File: config.mk
export PLATFORM = sky130hd
export DESIGN_NAME = serial_loaded_bank_mapper_core
export DESIGN_NICKNAME = d
export VERILOG_FILES = /design/src/rtl/core/slbm_pkg.sv /design/src/rtl/core/slbm_regs.sv /design/src/rtl/core/slbm_xlate.sv /design/src/rtl/core/serial_loaded_bank_mapper_core.sv
export SDC_FILE = /design/constraint.sdc
export NUM_CORES = 1
export LEC_CHECK = 0
export BUFFER_PORTS_ARGS = -buffer_cell sky130_fd_sc_hd__buf_4
export CAP_MARGIN = 20
export CORE_ASPECT_RATIO = 0.5
export CORE_MARGIN = 4
export CORE_UTILIZATION = 40
export CTS_BUF_LIST = sky130_fd_sc_hd__clkbuf_2 sky130_fd_sc_hd__clkbuf_4 sky130_fd_sc_hd__clkbuf_8
export DETAILED_ROUTE_END_ITERATION = 8
export PLACE_DENSITY_LB_ADDON = 0.1
export SLEW_MARGIN = 25
export SYNTH_ARGS = -nofsm -noshare
export SYNTH_HDL_FRONTEND = slang
export SYNTH_HIERARCHICAL = 1
export SYNTH_SLANG_ARGS = --single-unit
File: constraint.sdc
create_clock -name clk -period 7.79 [get_ports clk]
set_clock_uncertainty 0.2 [all_clocks]
set_input_delay 0 -clock clk [delete_from_list [all_inputs] [get_ports clk]]
set_output_delay 0 -clock clk [all_outputs]
set_load 0.02 [all_outputs]
File: src/rtl/core/slbm_pkg.sv
// Shared types and constants for the serial loaded bank mapper.
// No dependencies; imported by every module under rtl/core.
package slbm_pkg;

  // Default index widths of the translated memory addresses
  localparam int PRG_INDEX_BITS_DEF = 19;
  localparam int CHR_INDEX_BITS_DEF = 17;

  // Reset values of the mapper state
  localparam logic [4:0] SHIFT_INIT   = 5'h10;
  localparam logic [4:0] CONTROL_INIT = 5'h0C;
  localparam logic [4:0] CONTROL_PRG_FORCE = 5'h0C;
  localparam logic [1:0] MIRROR_INIT  = 2'd3;
  localparam logic [2:0] LOAD_COUNT   = 3'd5;

  // Size register reset values and lower saturation limits (log2 bytes)
  localparam logic [4:0] PRG_LOG2_INIT = 5'd15;
  localparam logic [4:0] CHR_LOG2_INIT = 5'd13;
  localparam logic [4:0] PRG_LOG2_MIN  = 5'd14;
  localparam logic [4:0] CHR_LOG2_MIN  = 5'd13;

  // Bus access kinds
  typedef enum logic [1:0] {
    MODE_CPU_WR = 2'd0,
    MODE_CPU_RD = 2'd1,
    MODE_PPU_RD = 2'd2,
    MODE_PPU_WR = 2'd3
  } access_mode_t;

  // Configuration register indexes
  typedef enum logic [0:0] {
    CFG_PRG_SIZE = 1'b0,
    CFG_CHR_SIZE = 1'b1
  } cfg_reg_t;

  // Target of a completed serial load, from address bits 14:13
  typedef enum logic [1:0] {
    SEL_CONTROL  = 2'd0,
    SEL_CHR_LOW  = 2'd1,
    SEL_CHR_HIGH = 2'd2,
    SEL_PRG      = 2'd3
  } bank_sel_t;

  // Program bank modes from control bits 3:2 (other codes: 32K switching)
  localparam logic [1:0] PRG_MODE_FIX_FIRST = 2'd2;
  localparam logic [1:0] PRG_MODE_FIX_LAST  = 2'd3;

  // Bank state seen by the address translator
  typedef struct packed {
    logic [4:0] control;
    logic [4:0] chr_bank_low;
    logic [4:0] chr_bank_high;
    logic [4:0] prg_bank;
    logic [4:0] prg_log2;
    logic [4:0] chr_log2;
  } bank_state_t;

endpackage

File: src/rtl/core/slbm_regs.sv
// Serial loader, bank registers and size configuration registers.
// Depends on slbm_pkg.
module slbm_regs #(
  parameter int PRG_INDEX_BITS = slbm_pkg::PRG_INDEX_BITS_DEF,
  parameter int CHR_INDEX_BITS = slbm_pkg::CHR_INDEX_BITS_DEF
) (
  input  logic                      clk,
  input  logic                      rst,
  input  logic                      cfg_we,
  input  logic [0:0]                cfg_index,
  input  logic [4:0]                cfg_data,
  input  logic                      step,
  input  slbm_pkg::access_mode_t    mode,
  input  logic [15:0]               addr,
  input  logic [7:0]                data,
  output slbm_pkg::bank_state_t     state,
  output logic [1:0]                mirror_next
);
  import slbm_pkg::*;

  logic [4:0] prg_size_log2;
  logic [4:0] chr_size_log2;
  logic [4:0] shifter, shifter_next;
  logic [2:0] bit_count, bit_count_next;
  logic [4:0] control, control_next;
  logic [4:0] chr_bank_low, chr_bank_low_next;
  logic [4:0] chr_bank_high, chr_bank_high_next;
  logic [4:0] prg_bank, prg_bank_next;
  logic [1:0] mirroring;

  logic [4:0] shift_in;
  logic [2:0] count_inc;
  logic       cpu_wr;
  bank_sel_t  sel;

  // Shift the serial bit and decide what a CPU write loads
  always_comb begin
    cpu_wr             = step && (mode == MODE_CPU_WR);
    shift_in           = {data[0], shifter[4:1]};
    count_inc          = bit_count + 3'd1;
    sel                = bank_sel_t'(addr[14:13]);
    shifter_next       = shifter;
    bit_count_next     = bit_count;
    control_next       = control;
    chr_bank_low_next  = chr_bank_low;
    chr_bank_high_next = chr_bank_high;
    prg_bank_next      = prg_bank;
    mirror_next        = mirroring;
    if (cpu_wr) begin
      if (data[7]) begin
        shifter_next   = SHIFT_INIT;
        bit_count_next = '0;
        control_next   = control | CONTROL_PRG_FORCE;
      end else if (count_inc == LOAD_COUNT) begin
        if (addr[15]) begin
          case (sel)
            SEL_CONTROL:  control_next       = shift_in;
            SEL_CHR_LOW:  chr_bank_low_next  = shift_in;
            SEL_CHR_HIGH: chr_bank_high_next = shift_in;
            SEL_PRG:      prg_bank_next      = shift_in;
            default:      prg_bank_next      = shift_in;
          endcase
        end
        shifter_next   = SHIFT_INIT;
        bit_count_next = '0;
        mirror_next    = control_next[1:0];
      end else begin
        shifter_next   = shift_in;
        bit_count_next = count_inc;
      end
    end
  end

  // Hold mapper state; advance on each processed transaction
  always_ff @(posedge clk) begin
    if (rst) begin
      shifter       <= SHIFT_INIT;
      bit_count     <= '0;
      control       <= CONTROL_INIT;
      chr_bank_low  <= '0;
      chr_bank_high <= '0;
      prg_bank      <= '0;
      mirroring     <= MIRROR_INIT;
    end else begin
      shifter       <= shifter_next;
      bit_count     <= bit_count_next;
      control       <= control_next;
      chr_bank_low  <= chr_bank_low_next;
      chr_bank_high <= chr_bank_high_next;
      prg_bank      <= prg_bank_next;
      mirroring     <= mirror_next;
    end
  end

  // Size configuration registers
  always_ff @(posedge clk) begin
    if (rst) begin
      prg_size_log2 <= PRG_LOG2_INIT;
      chr_size_log2 <= CHR_LOG2_INIT;
    end else if (cfg_we) begin
      case (cfg_reg_t'(cfg_index))
        CFG_PRG_SIZE: prg_size_log2 <= cfg_data;
        CFG_CHR_SIZE: chr_size_log2 <= cfg_data;
        default:      chr_size_log2 <= cfg_data;
      endcase
    end
  end

  // Saturate sizes into the supported range and publish the state
  always_comb begin
    state.control       = control;
    state.chr_bank_low  = chr_bank_low;
    state.chr_bank_high = chr_bank_high;
    state.prg_bank      = prg_bank;
    if (prg_size_log2 < PRG_LOG2_MIN)
      state.prg_log2 = PRG_LOG2_MIN;
    else if (prg_size_log2 > 5'(PRG_INDEX_BITS))
      state.prg_log2 = 5'(PRG_INDEX_BITS);
    else
      state.prg_log2 = prg_size_log2;
    if (chr_size_log2 < CHR_LOG2_MIN)
      state.chr_log2 = CHR_LOG2_MIN;
    else if (chr_size_log2 > 5'(CHR_INDEX_BITS))
      state.chr_log2 = 5'(CHR_INDEX_BITS);
    else
      state.chr_log2 = chr_size_log2;
  end

`ifndef SYNTH
  // The serial count empties on the fifth bit
  a_count_range: assert property (@(posedge clk) disable iff (rst)
    bit_count <= 3'd4)
    else $error("serial bit count out of range");

  // A reset write empties the shifter and forces the program mode bits
  a_reset_write: assert property (@(posedge clk) disable iff (rst)
    (cpu_wr && data[7]) |=>
      (shifter == SHIFT_INIT && bit_count == 3'd0 && control[3:2] == 2'b11))
    else $error("reset write did not clear the serial loader");

  // Mirroring moves only when a fifth bit is shifted in
  a_mirror_hold: assert property (@(posedge clk) disable iff (rst)
    !(cpu_wr && !data[7] && count_inc == LOAD_COUNT) |=> $stable(mirroring))
    else $error("mirroring changed without a completed load");
`endif

endmodule

File: src/rtl/core/slbm_xlate.sv
// Address translation from bus address to program ROM / character memory index.
// Depends on slbm_pkg; purely combinational.
module slbm_xlate #(
  parameter int PRG_INDEX_BITS = slbm_pkg::PRG_INDEX_BITS_DEF,
  parameter int CHR_INDEX_BITS = slbm_pkg::CHR_INDEX_BITS_DEF
) (
  input  slbm_pkg::access_mode_t     mode,
  input  logic [15:0]                addr,
  input  slbm_pkg::bank_state_t      state,
  output logic [PRG_INDEX_BITS-1:0]  prg_index,
  output logic [CHR_INDEX_BITS-1:0]  chr_index,
  output logic                       index_valid
);
  import slbm_pkg::*;

  localparam int PW = PRG_INDEX_BITS;
  localparam int CW = CHR_INDEX_BITS;

  logic [PW:0]   prg_span;
  logic [PW-1:0] prg_mask;
  logic [PW-1:0] prg_last;
  logic [PW-1:0] prg_raw;
  logic [CW:0]   chr_span;
  logic [CW-1:0] chr_mask;
  logic [CW-1:0] chr_raw;
  logic          upper;

  // Wrap masks from the saturated memory sizes
  always_comb begin
    prg_span = (PW + 1)'(1) << state.prg_log2;
    prg_mask = PW'(prg_span - (PW + 1)'(1));
    prg_last = PW'(prg_span - (PW + 1)'(16384));
    chr_span = (CW + 1)'(1) << state.chr_log2;
    chr_mask = CW'(chr_span - (CW + 1)'(1));
  end

  // Program ROM bank layout selected by control bits 3:2
  always_comb begin
    upper = addr[14];
    case (state.control[3:2])
      PRG_MODE_FIX_FIRST: begin
        if (upper) prg_raw = PW'({state.prg_bank, addr[13:0]});
        else       prg_raw = PW'(addr[14:0]);
      end
      PRG_MODE_FIX_LAST: begin
        if (upper) prg_raw = prg_last + PW'(addr[13:0]);
        else       prg_raw = PW'({state.prg_bank, addr[13:0]});
      end
      default: prg_raw = PW'({state.prg_bank[4:1], addr[14:0]});
    endcase
  end

  // Character memory layout selected by control bit 4
  always_comb begin
    if (!state.control[4])
      chr_raw = CW'({state.chr_bank_low[4:1], addr[12:0]});
    else if (!addr[12])
      chr_raw = CW'({state.chr_bank_low, addr[11:0]});
    else
      chr_raw = CW'({state.chr_bank_high, addr[11:0]});
  end

  // Drive the index for the kind of access
  always_comb begin
    prg_index   = '0;
    chr_index   = '0;
    index_valid = 1'b0;
    case (mode)
      MODE_CPU_WR: index_valid = 1'b0;
      MODE_CPU_RD: begin
        if (addr[15]) begin
          prg_index   = prg_raw & prg_mask;
          index_valid = 1'b1;
        end
      end
      MODE_PPU_RD, MODE_PPU_WR: begin
        chr_index   = chr_raw & chr_mask;
        index_valid = 1'b1;
      end
      default: index_valid = 1'b0;
    endcase
  end

endmodule

File: src/rtl/core/serial_loaded_bank_mapper_core.sv
// Serial loaded bank mapper: top level with input stage and result register.
// Depends on slbm_pkg, slbm_regs and slbm_xlate.
//
// Usage:
//   Input channel (in_valid / in_stall) carries one bus access per transaction:
//   mode, addr and data. Output channel (out_valid / out_stall) returns one
//   result per access: prg_index, chr_index, index_valid and mirror_mode.
//   The configuration channel (cfg_valid / cfg_ready, cfg_index, cfg_data)
//   sets the program and character memory sizes; cfg_ready is always high.
// Timing:
//   An accepted access is registered in the input register, then translated and
//   written into the result register, which raises out_valid. One access is
//   accepted every cycle while out_stall does not hold a result; the rate is set
//   by the single input register feeding the result register.
// Reset (rst, synchronous): empties both stages and restores the power-on
//   bank state and memory sizes.
// Stall: while out_stall holds a result, the next access waits in the input
//   register and in_stall rises only once that register is also occupied.
module serial_loaded_bank_mapper_core #(
  parameter int PRG_INDEX_BITS = slbm_pkg::PRG_INDEX_BITS_DEF,
  parameter int CHR_INDEX_BITS = slbm_pkg::CHR_INDEX_BITS_DEF
) (
  input  logic                      clk,
  input  logic                      rst,
  input  logic                      in_valid,
  output logic                      in_stall,
  input  logic [1:0]                mode,
  input  logic [15:0]               addr,
  input  logic [7:0]                data,
  output logic                      out_valid,
  input  logic                      out_stall,
  output logic [PRG_INDEX_BITS-1:0] prg_index,
  output logic [CHR_INDEX_BITS-1:0] chr_index,
  output logic                      index_valid,
  output logic [1:0]                mirror_mode,
  input  logic                      cfg_valid,
  output logic                      cfg_ready,
  input  logic [0:0]                cfg_index,
  input  logic [4:0]                cfg_data
);
  import slbm_pkg::*;

  logic        s_valid;
  logic [1:0]  s_mode;
  logic [15:0] s_addr;
  logic [7:0]  s_data;
  logic        advance;
  logic        step;
  logic        in_take;

  access_mode_t              s_kind;
  bank_state_t               state;
  logic [1:0]                mirror_next;
  logic [PRG_INDEX_BITS-1:0] prg_index_next;
  logic [CHR_INDEX_BITS-1:0] chr_index_next;
  logic                      index_valid_next;

  // Handshake: the result register frees the input stage when it can move
  assign advance   = !out_valid || !out_stall;
  assign step      = s_valid && advance;
  assign in_stall  = s_valid && !advance;
  assign in_take   = in_valid && !in_stall;
  assign cfg_ready = 1'b1;
  assign s_kind    = access_mode_t'(s_mode);

  // Input register
  always_ff @(posedge clk) begin
    if (rst) begin
      s_valid <= 1'b0;
    end else if (in_take) begin
      s_valid <= 1'b1;
    end else if (step) begin
      s_valid <= 1'b0;
    end
  end

  always_ff @(posedge clk) begin
    if (in_take) begin
      s_mode <= mode;
      s_addr <= addr;
      s_data <= data;
    end
  end

  slbm_regs #(
    .PRG_INDEX_BITS (PRG_INDEX_BITS),
    .CHR_INDEX_BITS (CHR_INDEX_BITS)
  ) u_regs (
    .clk         (clk),
    .rst         (rst),
    .cfg_we      (cfg_valid && cfg_ready),
    .cfg_index   (cfg_index),
    .cfg_data    (cfg_data),
    .step        (step),
    .mode        (s_kind),
    .addr        (s_addr),
    .data        (s_data),
    .state       (state),
    .mirror_next (mirror_next)
  );

  slbm_xlate #(
    .PRG_INDEX_BITS (PRG_INDEX_BITS),
    .CHR_INDEX_BITS (CHR_INDEX_BITS)
  ) u_xlate (
    .mode        (s_kind),
    .addr        (s_addr),
    .state       (state),
    .prg_index   (prg_index_next),
    .chr_index   (chr_index_next),
    .index_valid (index_valid_next)
  );

  // Result register
  always_ff @(posedge clk) begin
    if (rst) begin
      out_valid <= 1'b0;
    end else if (advance) begin
      out_valid <= s_valid;
    end
  end

  always_ff @(posedge clk) begin
    if (step) begin
      prg_index   <= prg_index_next;
      chr_index   <= chr_index_next;
      index_valid <= index_valid_next;
      mirror_mode <= mirror_next;
    end
  end

`ifndef SYNTH
  // Hold a waiting access in the input stage while the result is stalled
  a_stage_hold: assert property (@(posedge clk) disable iff (rst)
    (s_valid && out_valid && out_stall) |=> s_valid)
    else $error("input stage lost a transaction under stall");

  // An unmapped result carries zero indexes
  a_unmapped_zero: assert property (@(posedge clk) disable iff (rst)
    (out_valid && !index_valid) |-> (prg_index == '0 && chr_index == '0))
    else $error("unmapped access produced a nonzero index");

  // A mapped result targets exactly one memory
  a_one_target: assert property (@(posedge clk) disable iff (rst)
    (out_valid && index_valid) |-> (prg_index == '0 || chr_index == '0))
    else $error("result maps into both memories");
`endif

endmodule

==> flow_metrics.py <==
metrics = {
    "outcome": {
        "outcome": "finished clean",
    },
    "synthesis": {
        "yosysWarnings": 6,
        "synth_area_per_cell_um2": 9.386,
        "synthCells": 610,
        "syn-cell-area_um2": 5725,
        "syn-num-nets": 666,
    },
    "timing": {
        "fin_setup_tns_ns": 0,
        "setup_ws_ns": 3.199,
        "timing.final.crit_share": 0.5893,
        "worstMarginPinSlew_ns": 0.8560,
        "slew_headroom": 0.4277,
        "period_needed_ns": 4.591,
        "fmax_mhz": 217.8,
        "slew_viol_final": 0,
        "hold_viol_final": 0,
        "grt_setup_unrepaired": "no",
        "finalSetupViolCount": 0,
    },
    "route": {
        "vias": 4905,
        "drt_iter0_markers": 448,
        "wl_per_cell_um": 16.91,
        "firstDrtPassIters": 5,
        "vias_per_cell": 5.480,
        "drt-total-wl_um": 15140,
        "antenna_left": 0,
        "drc": 0,
    },
    "flow_run": {
        "cap_viol_max_count": 0,
    },
    "clock_network": {
        "htreeDepth": 3,
        "insertion_delay_ns": 0.38,
        "post_cts_resized": 0,
        "ctsHoldBuffers": 42,
        "cts_setup_buffers": 0,
        "tritoncts": "done",
        "clock-sinks": 100,
        "cts_root_buf": "clkbuf_8",
        "cts.clk_slew.worst_paths_ns": 0.11,
        "clk_path_buf_depth": 2,
        "cts_buffers": 9,
    },
    "finish": {
        "regArea_um2": 2592,
        "drive_gt1_frac": 0.1579,
        "antennaDiodeCount": 0,
        "multiInputGateArea_um2": 2905,
        "nNetsFinal": 754,
        "fillers": 1319,
        "area_delta_synth_final_pct": 22.12,
        "fin_util": 0.5075,
    },
    "floorplan": {
        "fp.coreArea_um2": 13780,
        "dieArea_um2": 16410,
        "start_util": 0.4156,
        "num_rows": 30,
        "die_w_um": 177.2,
        "io_pins": 79,
        "die_y_um": 92.60,
    },
    "global_routing": {
        "grt_use_met3": 0.03956,
        "antenna_found_initial": 0,
        "grtUsageMet2": 0.2818,
        "grt_pass1_wl_um": 24370,
        "grt_max_degree": 43,
        "first_global_vias": 4561,
        "grt_usage": 0.1873,
        "use_met1": 0.2773,
        "grt-busiest-layer": "met2",
        "grt-ovfl-total": 0,
    },
    "worst_setup_path": {
        "r2r-start": "u_regs/prg_size_log2[4]",
        "crit_path_start_kind": "register",
        "worst_path_most_repeated_cell": "a21o_1",
        "criticalPathCategory": "reg -> reg",
        "end_kind": "register",
        "required_ns": 7.80,
        "cp.arrival_ns": 4.60,
        "cpPeakStageDelay_ns": 0.63,
        "cp_slowest_cell": "or4_1",
        "crit_path_start": "u_regs/prg_size_log2[4]",
        "cp_cell_sequence": "inv_1 > or4_1 > or2_1 > nor2_1 > ha_1 > fa_1 > a21o_1 > a311oi_2 > o31ai_1 > a21o_1 > a211oi_1",
        "cp_max_fo": 21,
    },
    "placed_design": {
        "hpwlAfterDp_um": 10560,
        "place.gp.congestion": 0.8094,
        "place_ws_ns": 3.294,
        "port-buffer-count": 71,
    },
    "power_and_ir_drop": {
        "p_leak_uw": 0.002839,
        "powerDensity_nw_per_um2": 157.5,
        "vdd_drop_max_mv": 0.08773,
    },
    "worst_hold_path": {
        "hp-class": "in -> reg",
        "hp-start": "data[0]",
    },
}
-- critical path, delay by kind of cell (launching register included) --
| family | cells | cell delay (ns) |
|---|---|---|
| flops | 1 | 0.33 |
| compound gates | 5 | 1.50 |
| fa+ha+maj | 2 | 0.67 |
| buf+inv | 1 | 0.55 |
| simple gates | 3 | 1.16 |
-- cells in the final DEF, fill, tap and decap left out, types with 5 or more instances in the layout --
master         instances
buf_4                 74
nor2_1                66
edfxtp_1              59
nand2_1               55
dlygate4sd3_1         42
dfxtp_1               41
a21oi_1               40
o21ai_0               31
mux2i_1               25
inv_1                 20
nand3_1               20
ha_1                  18
nor3_1                14
a21o_1                13
and3_1                11
clkbuf_8              10
o211ai_1               9
a211oi_1               9
o21ai_1                8
nand2b_1               8
a31oi_1                7
nand3b_1               6
o21a_1                 6
and2_1                 5
a22oi_1                5
nor4b_1                5
or3_1                  5
-- state kept, by name, indices dropped and copies added, names as in the netlist --
| signal | count |
|---|---|
| s_valid | 1 |
| prg_index | 19 |
| s_kind | 2 |
| u_regs/prg_size_log2 | 5 |
| u_regs/shifter | 4 |
| mirror_mode | 2 |
| u_regs/chr_size_log2 | 5 |
| s_data | 2 |
| u_regs/bit_count | 3 |
| u_regs/mirroring | 2 |
| u_regs/control | 5 |
| u_regs/chr_bank_high | 5 |
| u_regs/prg_bank | 5 |
| s_addr | 16 |
| u_regs/chr_bank_low | 5 |
| index_valid | 1 |
| chr_index | 17 |
| out_valid | 1 |
-- power by group --
group,switching (uW),total [uW],leakage [uW],internal (uW)
registers,18.0,598,0.000892,580
logic,88.8,156,0.00184,67.6
clock network,211,346,0.000106,135
-- stage by stage --
stage	hold slack, ns	cells	power (uW)	instance area [um^2]
detailed placement	-0.02072	837	749.0	6369
finish	0.1281	895	1101	6992
global placement	-0.02113	837	747.6	6364
global route	0.1011	895	1151	6992
floorplan	-0.1376	610	694.4	5725
CTS	0.1039	895	1110	6992
-- area by class of cell --
| type | count | area share |
|---|---|---|
| timing repair buffer | 116 | 0.1396 |
| multi-input combinational | 451 | 0.4155 |
| clock buffer | 10 | 0.01969 |
| inverter | 20 | 0.01074 |
| tap | 192 | 0.03436 |
| clock inverter | 6 | 0.009306 |
| sequential | 100 | 0.3708 |
-- final timing paths --
kind / endpoint / slack [ns] / depth (start not counted)
max: prg_index[14] / 3.20 / 11
max reg2reg: prg_index[14] / 3.20 / 11
min reg2reg: u_regs/chr_size_log2[0] / 0.28 / 2
min: s_data[0] / 0.13 / 2
-- routing by layer --
metal | vias to the layer above | share of wire
met4 | 0 | 0.0092
met3 | 12 | 0.052
met5 | - | 0
met2 | 123 | 0.44
met1 | 2344 | 0.50
li1 | 2426 | -
(Power assumes the default switching activity.)
